`src/hw/rtl/keyboard_scancode_assembler_core_assert.svh`:
```
`ifndef KEYBOARD_SCANCODE_ASSEMBLER_CORE_ASSERT_SVH
`define KEYBOARD_SCANCODE_ASSEMBLER_CORE_ASSERT_SVH

// same-cycle implication, sampled on clk_i, off during reset
`define KSA_ASSERT_NOW(label, ante, cons) \
  label: assert property (@(posedge clk_i) disable iff (!rst_ni) (ante) |-> (cons)) \
    else $error("keyboard scancode assembler: assertion failed");

// next-cycle implication, sampled on clk_i, off during reset
`define KSA_ASSERT_NEXT(label, ante, cons) \
  label: assert property (@(posedge clk_i) disable iff (!rst_ni) (ante) |=> (cons)) \
    else $error("keyboard scancode assembler: assertion failed");

`endif

```
`src/hw/rtl/ksa_pkg.sv`:
```
package ksa_pkg;

  localparam logic [7:0]  BYTE_ACK     = 8'hFA;
  localparam logic [7:0]  BYTE_EXT0    = 8'hE0;
  localparam logic [7:0]  BYTE_EXT1    = 8'hE1;
  localparam logic [15:0] EXT_PREFIX   = 16'hE000;
  localparam logic [7:0]  PRINT_PART_A = 8'h2A;
  localparam logic [7:0]  PRINT_PART_B = 8'hB7;

  localparam int PRINT_LEN = 4;
  localparam int PAUSE_LEN = 6;

  localparam logic [7:0] PAT_PRINT_PRESS [PRINT_LEN] = '{8'hE0, 8'h2A, 8'hE0, 8'h37};
  localparam logic [7:0] PAT_PRINT_RELEASE [PRINT_LEN] = '{8'hE0, 8'hB7, 8'hE0, 8'hAA};
  localparam logic [7:0] PAT_PAUSE [PAUSE_LEN] =
    '{8'hE1, 8'h1D, 8'h45, 8'hE1, 8'h9D, 8'hC5};

  typedef enum logic [2:0] {
    KIND_SINGLE        = 3'd0,
    KIND_EXTENDED      = 3'd1,
    KIND_PRINT_PRESS   = 3'd2,
    KIND_PRINT_RELEASE = 3'd3,
    KIND_PAUSE         = 3'd4
  } kind_e;

  typedef struct packed {
    logic        ack;
    logic        emit;
    kind_e       kind;
    logic [15:0] code;
  } dec_t;

endpackage

```
`src/hw/rtl/keyboard_scancode_assembler_core.sv`:
```
// Scan-code set 1 sequence assembler.
// Input channel: one keyboard byte per item on scan_byte_i, with in_valid_i
// and in_stall_o. Output channel: one decoded code per item on code_kind_o and
// key_code_o, with out_valid_o and out_stall_i.
// Acknowledge bytes and bytes inside an unfinished sequence give no output item.
// One-byte and E0 extended codes, print-screen press and release, and pause
// each give one output item when their last byte is taken.
// Throughput: one byte per cycle while out_stall_i holds no result. An accepted
// byte sits in the input register, with the sequence match between it and the
// result register; out_valid_o rises when the result register is loaded.
// Reset clears the position counter and both valid flags; the sequence
// buffer holds whatever it had until new bytes are written.
// While out_stall_i holds a result, the input register fills and then
// in_stall_o rises in the same cycle; no byte is lost or repeated.
`include "keyboard_scancode_assembler_core_assert.svh"

module keyboard_scancode_assembler_core
  import ksa_pkg::*;
#(
  parameter int SEQUENCE_DEPTH = 6
) (
  input  logic        clk_i,
  input  logic        rst_ni,
  input  logic        in_valid_i,
  output logic        in_stall_o,
  input  logic [7:0]  scan_byte_i,
  output logic        out_valid_o,
  input  logic        out_stall_i,
  output logic [2:0]  code_kind_o,
  output logic [15:0] key_code_o
);

  localparam int PosW = $clog2(SEQUENCE_DEPTH);

  logic            in_valid_q, in_valid_d;
  logic [7:0]      byte_q;
  logic [PosW-1:0] pos_q, pos_d;
  logic [7:0]      seq_bytes_q [SEQUENCE_DEPTH];
  logic            out_valid_q, out_valid_d;
  kind_e           kind_q;
  logic [15:0]     code_q;

  logic            out_ready;
  logic            advance;
  logic            accept;
  dec_t            dec;
  logic [PosW-1:0] next_pos;

  ksa_decode #(
    .SEQUENCE_DEPTH(SEQUENCE_DEPTH),
    .PosW          (PosW)
  ) u_decode (
    .scan_byte_i(byte_q),
    .pos_i      (pos_q),
    .seq_bytes_i(seq_bytes_q),
    .dec_o      (dec),
    .next_pos_o (next_pos)
  );

  assign out_ready  = !out_valid_q || !out_stall_i;
  assign advance    = in_valid_q && out_ready;
  assign in_stall_o = in_valid_q && !out_ready;
  assign accept     = in_valid_i && !in_stall_o;

  assign in_valid_d  = accept ? 1'b1 : (advance ? 1'b0 : in_valid_q);
  assign pos_d       = (advance && !dec.ack) ? next_pos : pos_q;
  assign out_valid_d = (advance && dec.emit) ? 1'b1 : (out_ready ? 1'b0 : out_valid_q);

  always_ff @(posedge clk_i or negedge rst_ni) begin
    if (!rst_ni) begin
      in_valid_q  <= 1'b0;
      pos_q       <= '0;
      out_valid_q <= 1'b0;
    end else begin
      in_valid_q  <= in_valid_d;
      pos_q       <= pos_d;
      out_valid_q <= out_valid_d;
    end
  end

  always_ff @(posedge clk_i) begin
    if (accept) begin
      byte_q <= scan_byte_i;
    end
    if (advance && !dec.ack) begin
      seq_bytes_q[pos_q] <= byte_q;
    end
    if (advance && dec.emit) begin
      kind_q <= dec.kind;
      code_q <= dec.code;
    end
  end

  assign out_valid_o = out_valid_q;
  assign code_kind_o = kind_q;
  assign key_code_o  = code_q;

  `KSA_ASSERT_NOW(pos_in_range, 1'b1, int'(pos_q) < SEQUENCE_DEPTH)
  `KSA_ASSERT_NEXT(emit_clears_pos, advance && dec.emit, pos_q == '0)
  `KSA_ASSERT_NEXT(ack_holds_pos, advance && dec.ack, $stable(pos_q))
  `KSA_ASSERT_NOW(single_upper_zero, out_valid_q && kind_q == KIND_SINGLE,
                  code_q[15:8] == 8'h00)

endmodule

```
`src/hw/rtl/ksa_decode.sv`:
```
module ksa_decode
  import ksa_pkg::*;
#(
  parameter int SEQUENCE_DEPTH = 6,
  parameter int PosW           = 3
) (
  input  logic [7:0]      scan_byte_i,
  input  logic [PosW-1:0] pos_i,
  input  logic [7:0]      seq_bytes_i [SEQUENCE_DEPTH],
  output dec_t            dec_o,
  output logic [PosW-1:0] next_pos_o
);

  logic [7:0] eff [SEQUENCE_DEPTH];
  logic       press_hit;
  logic       release_hit;
  logic       pause_hit;

  always_comb begin
    for (int i = 0; i < SEQUENCE_DEPTH; i++) begin
      eff[i] = (pos_i == PosW'(i)) ? scan_byte_i : seq_bytes_i[i];
    end
  end

  always_comb begin
    press_hit   = (pos_i >= PosW'(PRINT_LEN - 1));
    release_hit = (pos_i >= PosW'(PRINT_LEN - 1));
    pause_hit   = (pos_i >= PosW'(PAUSE_LEN - 1));
    for (int i = 0; i < PRINT_LEN; i++) begin
      if (eff[i] != PAT_PRINT_PRESS[i]) press_hit = 1'b0;
      if (eff[i] != PAT_PRINT_RELEASE[i]) release_hit = 1'b0;
    end
    for (int i = 0; i < PAUSE_LEN; i++) begin
      if (eff[i] != PAT_PAUSE[i]) pause_hit = 1'b0;
    end
  end

  always_comb begin
    dec_o.ack  = (scan_byte_i == BYTE_ACK);
    dec_o.emit = 1'b0;
    dec_o.kind = KIND_SINGLE;
    dec_o.code = '0;
    priority if (pos_i == '0 && scan_byte_i != BYTE_EXT0 && scan_byte_i != BYTE_EXT1) begin
      dec_o.emit = 1'b1;
      dec_o.code = {8'h00, scan_byte_i};
    end else if (pos_i == PosW'(1) && eff[0] == BYTE_EXT0) begin
      if (scan_byte_i != PRINT_PART_A && scan_byte_i != PRINT_PART_B) begin
        dec_o.emit = 1'b1;
        dec_o.kind = KIND_EXTENDED;
        dec_o.code = EXT_PREFIX | {8'h00, scan_byte_i};
      end
    end else if (press_hit) begin
      dec_o.emit = 1'b1;
      dec_o.kind = KIND_PRINT_PRESS;
    end else if (release_hit) begin
      dec_o.emit = 1'b1;
      dec_o.kind = KIND_PRINT_RELEASE;
    end else if (pause_hit) begin
      dec_o.emit = 1'b1;
      dec_o.kind = KIND_PAUSE;
    end else begin
      dec_o.emit = 1'b0;
    end
    if (dec_o.ack) dec_o.emit = 1'b0;
  end

  always_comb begin
    if (dec_o.emit || pos_i == PosW'(SEQUENCE_DEPTH - 1)) begin
      next_pos_o = '0;
    end else begin
      next_pos_o = pos_i + PosW'(1);
    end
  end

endmodule

```
`config.mk`:
```
export PLATFORM = sky130hd
export DESIGN_NAME = keyboard_scancode_assembler_core
export DESIGN_NICKNAME = d
export VERILOG_FILES = /design/src/hw/rtl/ksa_pkg.sv /design/src/hw/rtl/keyboard_scancode_assembler_core.sv /design/src/hw/rtl/ksa_decode.sv
export VERILOG_INCLUDE_DIRS = /design/src /design/src/hw/rtl
export SDC_FILE = /design/constraint.sdc
export NUM_CORES = 1
export LEC_CHECK = 0
export BUFFER_PORTS_ARGS = -buffer_cell sky130_fd_sc_hd__buf_2
export CORE_ASPECT_RATIO = 1.5
export CORE_MARGIN = 3
export CORE_UTILIZATION = 40
export CTS_CLUSTER_SIZE = 14
export DETAILED_ROUTE_END_ITERATION = 8
export PLACE_DENSITY = 0.7
export SLEW_MARGIN = 25
export SYNTH_ARGS = -nofsm -noshare
export SYNTH_HDL_FRONTEND = slang
export SYNTH_SLANG_ARGS = --single-unit
export TNS_END_PERCENT = 10
```
`constraint.sdc`:
```
create_clock -name clk_i -period 3.4 [get_ports clk_i]
set_clock_uncertainty 0.05 [all_clocks]
set_input_delay 0.68 -clock clk_i [delete_from_list [all_inputs] [get_ports clk_i]]
set_output_delay 0.68 -clock clk_i [all_outputs]
set_load 0.02 [all_outputs]
```
==> impl_metrics.yaml, run 1 <==
status:
  status: "finished clean"
synthesis:
  yosysWarnings: 0
  seq_area_frac_synth_pct: 64.7
  async_flop_share_pct: 6.85
  synth_area_um2: 3350
  synth_area_leaders: "edfxtp_1 61%, dfrtp_1 3.7%, nor2_1 1.9%"
  synth_top_area_share_pct: 60.9
  synth_top_area_cell: "edfxtp_1"
  yosys_most_used_dff: "edfxtp_1"
  synth-edff-count: 68
  netlist_instances: 255
  ys_types: 53
  synth.ff_latch_count: 73
  syn_avg_cell_area_um2: 13.1
clock_tree:
  post-cts-setup-buffers: 0
  clockRootBuffer: "clkbuf_16"
  clk_latency_ns: 0.34
  numCtsBuffers: 9
  path_clk_slew_ns: 0.05
  cts.sinks: 73
  clockBufferDepth: 2
  htree_levels: 3
  cts_tree: "yes"
power:
  power.leakage_nw: 1.44
  powerDensity_nw_per_um2: 681
  vdd_drop_max_uv: 394
finish:
  area_growth_syn_to_layout_pct: 18.7
  final_cell_mix: "68 x edfxtp_1, 27 x buf_2, 18 x buf_4"
  final_common_cell: "edfxtp_1"
  diodes: 0
  final_util_pct: 49.1
  drive_gt1_share_pct: 26.1
  fill_cells: 738
  fin_nets: 315
sta:
  min_period_over_period_pct: 92.4
  setup_viol: 0
  fmax_mhz: 318
  min_period_ns: 3.14
  tightestPinTransition_ns: 0.792
  hold-worst-slack_ns: 0.0896
  rsz0062_at_grt: "false"
  finalMaxSlewViolations: 0
  relSlewSlack_pct: 47.1
  hold_viol_final: 0
  setup-tns-final_ns: 0
floorplan:
  std_cell_rows: 40
  core_area_um2: 8110
  start_util_pct: 41.3
  fp.dieH_um: 118
  io_pins: 33
  die_w_um: 80.7
  fp.dieArea_um2: 9540
drt:
  route.detailed.drc: 0
  routedWlPerCell_um: 18.1
  routed_via_density: 5.49
  drtIter0Drc: 221
  postRouteAntennaNets: 0
  vias: 2241
  routed_wl_um: 7370
  firstDrtPassIters: 4
place:
  io_buffers: 27
  hpwlAfterDp_um: 5390
  gp_congestion: 0.946
setup_path:
  slowest_stage: "or4_4"
  worstPathCellList: "inv_1 > ha_1 > nor2b_1 > or4_4 > a2111o_1 > or2_2 > a21oi_2 > buf_4"
  crit_arrival_ns: 3.13
  critPathLaunchType: "flop"
  required_ns: 3.39
  r2r_setup_slack_ns: 0.26
  slowest_delay_ns: 0.54
  crit_fanout: 12
  path_class: "flop to flop"
  endpoint_kind: "flop"
global_route:
  grt_usage_pct: 17.1
  grt_max_degree: 16
  grt_antenna_before_repair: 0
  grt_pass1_vias: 2305
  gr-total-overflow: 0
  grt_first_pass_wirelength_um: 11700
worst_hold_path:
  holdCritPathClass: "input port to asynchronous set/reset pin"
run:
  drv_cap: 0
[cell families after synthesis]
kind of cell / synth area share [%]
muxes: 1.49
adders and majority gates: 1.87
DFF: 64.7
AOI/OAI and AO/OA: 9.52
buffers and inverters: 4.37
and+or+nand+nor: 18.0
other: 0.112
[synth_stat cells, types with 5 or more instances]
| cell | n |
|---|---|
| inv_1 | 12 |
| ha_1 | 5 |
| mux2i_1 | 5 |
| nor2b_1 | 5 |
| edfxtp_1 | 68 |
| nor3_1 | 10 |
| clkbuf_1 | 8 |
| dfrtp_1 | 5 |
| nand2b_1 | 5 |
| and2_2 | 8 |
| nand3_1 | 7 |
| buf_4 | 8 |
| nor2_1 | 17 |
| nor3b_1 | 8 |
| nand2_1 | 13 |
[final timing paths]
| path | from | endpoint | cells past startpoint |
|---|---|---|---|
| min reg2reg | byte_q[7] | seq_bytes_q[15] | 0 |
| max reg2reg | pos_q[0] | code_kind_o[0] | 8 |
| max in group asynchronous | rst_ni | pos_q[1] | 1 |
| max | pos_q[0] | code_kind_o[0] | 8 |
| min | rst_ni | in_valid_q | 1 |
| min in group clk_i | scan_byte_i[4] | byte_q[4] | 1 |
[through the flow]
step	total power, W	instances	setup slack [ns]	cell area (µm²)
final	0.00271	408	0.260	3980
after detailed placement	0.00179	392	0.223	3670
after floorplan	0.00161	259	0.201	3370
after CTS	0.00272	408	0.201	3970
after global placement	0.00178	392	0.290	3670
after global routing	0.00284	408	0.0884	3980
[layout make-up]
cell class                      instances  area, µm²  share of cell area [%]
Sequential cell                        73       2170                    54.5
Multi-Input combinational cell        157       1060                    26.8
Timing Repair Buffer                   45        270                    6.79
Clock buffer                           13        260                    6.54
Tap cell                              105        131                    3.30
Inverter                               12       45.0                    1.13
Clock inverter                          3       40.0                    1.01
[metal layers]
metal | up-vias | part of all wire, % | GRT usage [%]
met5 | - | 0 | 0
met1 | 1103 | 37 | 18.3
met4 | 0 | 5.0 | 10.6
met3 | 24 | 4.8 | 5.28
li1 | 1047 | - | -
met2 | 67 | 54 | 28.6
[timing repair]
item                                    in CTS  in global routing
hold buffers                                 0                  0
resized for setup                            0                  3
endpoints found under the setup margin       0                 12
[critical path, delay by kind of cell (launching register included)]
kind            cells  cell delay (ns)
compound gates      2             0.54
simple gates        3             1.10
flops               1             0.53
fa+ha+maj           1             0.27
buf+inv             2             0.34
[flip-flops by register name, indices dropped and copies added (netlist names)]
| signal | cells |
|---|---|
| seq_bytes_q | 48 |
| in_valid_q | 1 |
| code_kind_o | 3 |
| byte_q | 8 |
| pos_q | 3 |
| key_code_o | 9 |
| out_valid_o | 1 |
[power by group]
| group | internal (W) | switching [W] |
|---|---|---|
| combinational | 0.000220 | 0.000358 |
| clock | 0.000604 | 0.000326 |
| sequential | 0.00114 | 0.0000611 |
(Power assumes the default switching activity.)
==> run 2: changes to the inputs <==
--- a/config.mk
+++ b/config.mk
@@ -6,13 +6,14 @@
 export SDC_FILE = /design/constraint.sdc
 export NUM_CORES = 1
 export LEC_CHECK = 0
+export ABC_AREA = 1
 export BUFFER_PORTS_ARGS = -buffer_cell sky130_fd_sc_hd__buf_2
 export CORE_ASPECT_RATIO = 1.5
 export CORE_MARGIN = 3
 export CORE_UTILIZATION = 40
 export CTS_CLUSTER_SIZE = 14
 export DETAILED_ROUTE_END_ITERATION = 8
-export PLACE_DENSITY = 0.7
+export PLACE_DENSITY = 0.69
 export SLEW_MARGIN = 25
 export SYNTH_ARGS = -nofsm -noshare
 export SYNTH_HDL_FRONTEND = slang
==> run 2 against run 1 <==
Against the previous run: sequential power is essentially flat; critical endpoint is now key_code_o[5]; final area up 12%; critical path type unchanged; global-route usage rose by 2.7 points; largest power group unchanged.
==> impl_metrics.yaml, run 2 <==
synthesis:
  ys_types: 30
  synth-edff-count: 68
  yosysWarnings: 0
  seq_area_frac_synth_pct: 56.1
  synth_area_leaders: "edfxtp_1 53%, nand2_1 12%, nor2_1 5.7%"
  synth_commonest_cells: "125 x nand2_1, 68 x edfxtp_1, 59 x nor2_1"
  synth.ff_latch_count: 73
  synth.most_common_cell: "nand2_1"
  syn_avg_cell_area_um2: 8.83
  netlist_instances: 438
  async_flop_share_pct: 6.85
  yosys_most_used_dff: "edfxtp_1"
  synth_top_area_share_pct: 52.8
  synth_area_um2: 3870
  synth_top_area_cell: "edfxtp_1"
drt:
  drtIter0Drc: 427
  routedWlPerCell_um: 17.0
  routed_via_density: 5.17
  route.detailed.drc: 0
  vias: 3079
  postRouteAntennaNets: 0
  firstDrtPassIters: 6
  routed_wl_um: 10100
sta:
  min_period_ns: 3.01
  fmax_mhz: 332
  setup_viol: 0
  min_period_over_period_pct: 88.6
  finalMaxSlewViolations: 0
  setup-tns-final_ns: 0
  relSlewSlack_pct: 52.9
  hold_viol_final: 0
  tightestPinTransition_ns: 0.700
  rsz0062_at_grt: "false"
  hold-worst-slack_ns: 0.100
setup_path:
  critPathLaunchType: "flop"
  required_ns: 3.39
  endpoint_kind: "flop"
  path_class: "flop to flop"
  crit_fanout: 17
  crit_arrival_ns: 3.00
clock_tree:
  cts.sinks: 73
  clockBufferDepth: 2
  clockRootBuffer: "clkbuf_16"
  clk_latency_ns: 0.34
  post_cts_resized: 0
  post-cts-setup-buffers: 0
  path_clk_slew_ns: 0.06
  cts_tree: "yes"
  cts_hold_buf: 0
  numCtsBuffers: 9
  htree_levels: 3
status:
  status: "finished clean"
place:
  gp_congestion: 0.987
  hpwlAfterDp_um: 7840
  io_buffers: 27
floorplan:
  fp.dieH_um: 126
  io_pins: 33
  fp.dieArea_um2: 10900
  die_w_um: 86.3
  core_area_um2: 9360
  std_cell_rows: 43
  start_util_pct: 41.3
finish:
  fill_cells: 934
  final_cell_mix: "125 x nand2_1, 68 x edfxtp_1, 59 x nor2_1"
  final_common_cell: "nand2_1"
  largest_reg_flops: 48
  area_growth_syn_to_layout_pct: 15.1
  drive_gt1_share_pct: 16.8
  diodes: 0
  fin_nets: 495
  max_flop_register: "seq_bytes_q"
  multiInputGateArea_um2: 1390
  final-seq-area_um2: 2170
global_route:
  grt_antenna_before_repair: 0
  grt_first_pass_wirelength_um: 16000
  grt_usage_pct: 19.8
  gr-total-overflow: 0
  grt_pass1_vias: 3108
  grt_max_degree: 18
run:
  drv_cap: 0
power:
  p_clk_share_pct: 33.7
  share_comb_of_total_power_pct: 25.0
  p_sw_w: 0.000968
  netSwitchingFraction_pct: 33.9
  intPower_w: 0.00189
  powerDensity_nw_per_um2: 642
  vdd_drop_max_uv: 497
  power.share.sequential_pct: 41.3
  power.leakage_nw: 1.90
  p_total_w: 0.00286
worst_hold_path:
  holdCritPathClass: "input port to asynchronous set/reset pin"
-- run 2: cell types whose count changed in the layout (fill, tap and decap cells not counted), sizes merged, moves of 6 or more --
cell / delta
buf: -6
nand3: +28
inv: +49
nand4: +8
nand2: +124
and2: -12
nor3b: -7
nor2: +46
nor4: +8
o21ai: +6
-- run 2: power by group through the flow --
stage          Clock (W)  Sequential, W  Combinational [W]
2_1_floorplan          0        0.00125           0.000439
3_3_place_gp           0        0.00119           0.000700
3_5_place_dp           0        0.00120           0.000704
4_1_cts         0.000974        0.00118           0.000707
5_1_grt          0.00102        0.00119           0.000794
6_report        0.000964        0.00118           0.000715
-- run 2: kinds of logic (layout without fill, tap and decap cells) --
group	Yosys count	count (layout)	synth area share [%]
buf+inv	72	113	8.67
compound gates	18	18	2.91
other cells	1	5	0.0970
simple gates	269	269	30.6
flops	73	73	56.1
fa+ha+maj	5	5	1.62
-- run 2: path summary, 6_finish.rpt --
path / start / cells past startpoint / slack (ns) / endpoint
setup / recovery: pos_q[2] / 13 / 0.39 / key_code_o[5]
hold / removal: rst_ni / 1 / 0.10 / in_valid_q
setup reg to reg: pos_q[2] / 13 / 0.39 / key_code_o[5]
hold reg to reg: out_valid_o / 2 / 0.49 / out_valid_o
max in group asynchronous: rst_ni / 1 / 3.06 / pos_q[2]
min in group clk_i: scan_byte_i[4] / 1 / 0.46 / byte_q[4]
-- run 2: layout make-up --
class / count / share of cell area (%)
clock inverter: 7 / 1.71
clock buffer: 9 / 5.06
inverter: 58 / 5.00
multi-input combinational: 297 / 31.3
timing repair buffer: 39 / 5.06
sequential: 73 / 48.7
tap: 112 / 3.15
-- run 2: metal layers --
| layer | part of all wire, % | wire [µm] | track usage [%] | vias to the layer above |
|---|---|---|---|---|
| met5 | 0 | 0 | 0 | - |
| met1 | 36 | 3680 | 21.6 | 1373 |
| met3 | 5.5 | 555 | 3.05 | 55 |
| li1 | - | - | - | 1517 |
| met4 | 7.7 | 775 | 15.8 | 0 |
| met2 | 50 | 5080 | 33.6 | 134 |
-- run 2: metrics by stage --
stage               worst slack [ns]  instance area (µm²)  utilization, %  instances
global route                  0.0130                 4450            47.5        595
floorplan                      0.482                 3880               -        442
global placement               0.483                 4130            44.2        579
detailed placement             0.424                 4130            44.2        579
CTS                            0.419                 4440            47.4        595
finish                         0.387                 4450            47.5        595
-- run 2: worst max-delay path, cell delays in order, from the launching register on --
cell,delay [ns]
dfrtp_1,0.52
inv_6,0.21
ha_1,0.46
inv_2,0.19
nand2_1,0.13
nand2_1,0.10
nor3_1,0.31
nand2_1,0.08
nor2_1,0.11
nand2_1,0.08
nand3_2,0.07
nand2_2,0.06
a21oi_1,0.12
buf_4,0.22
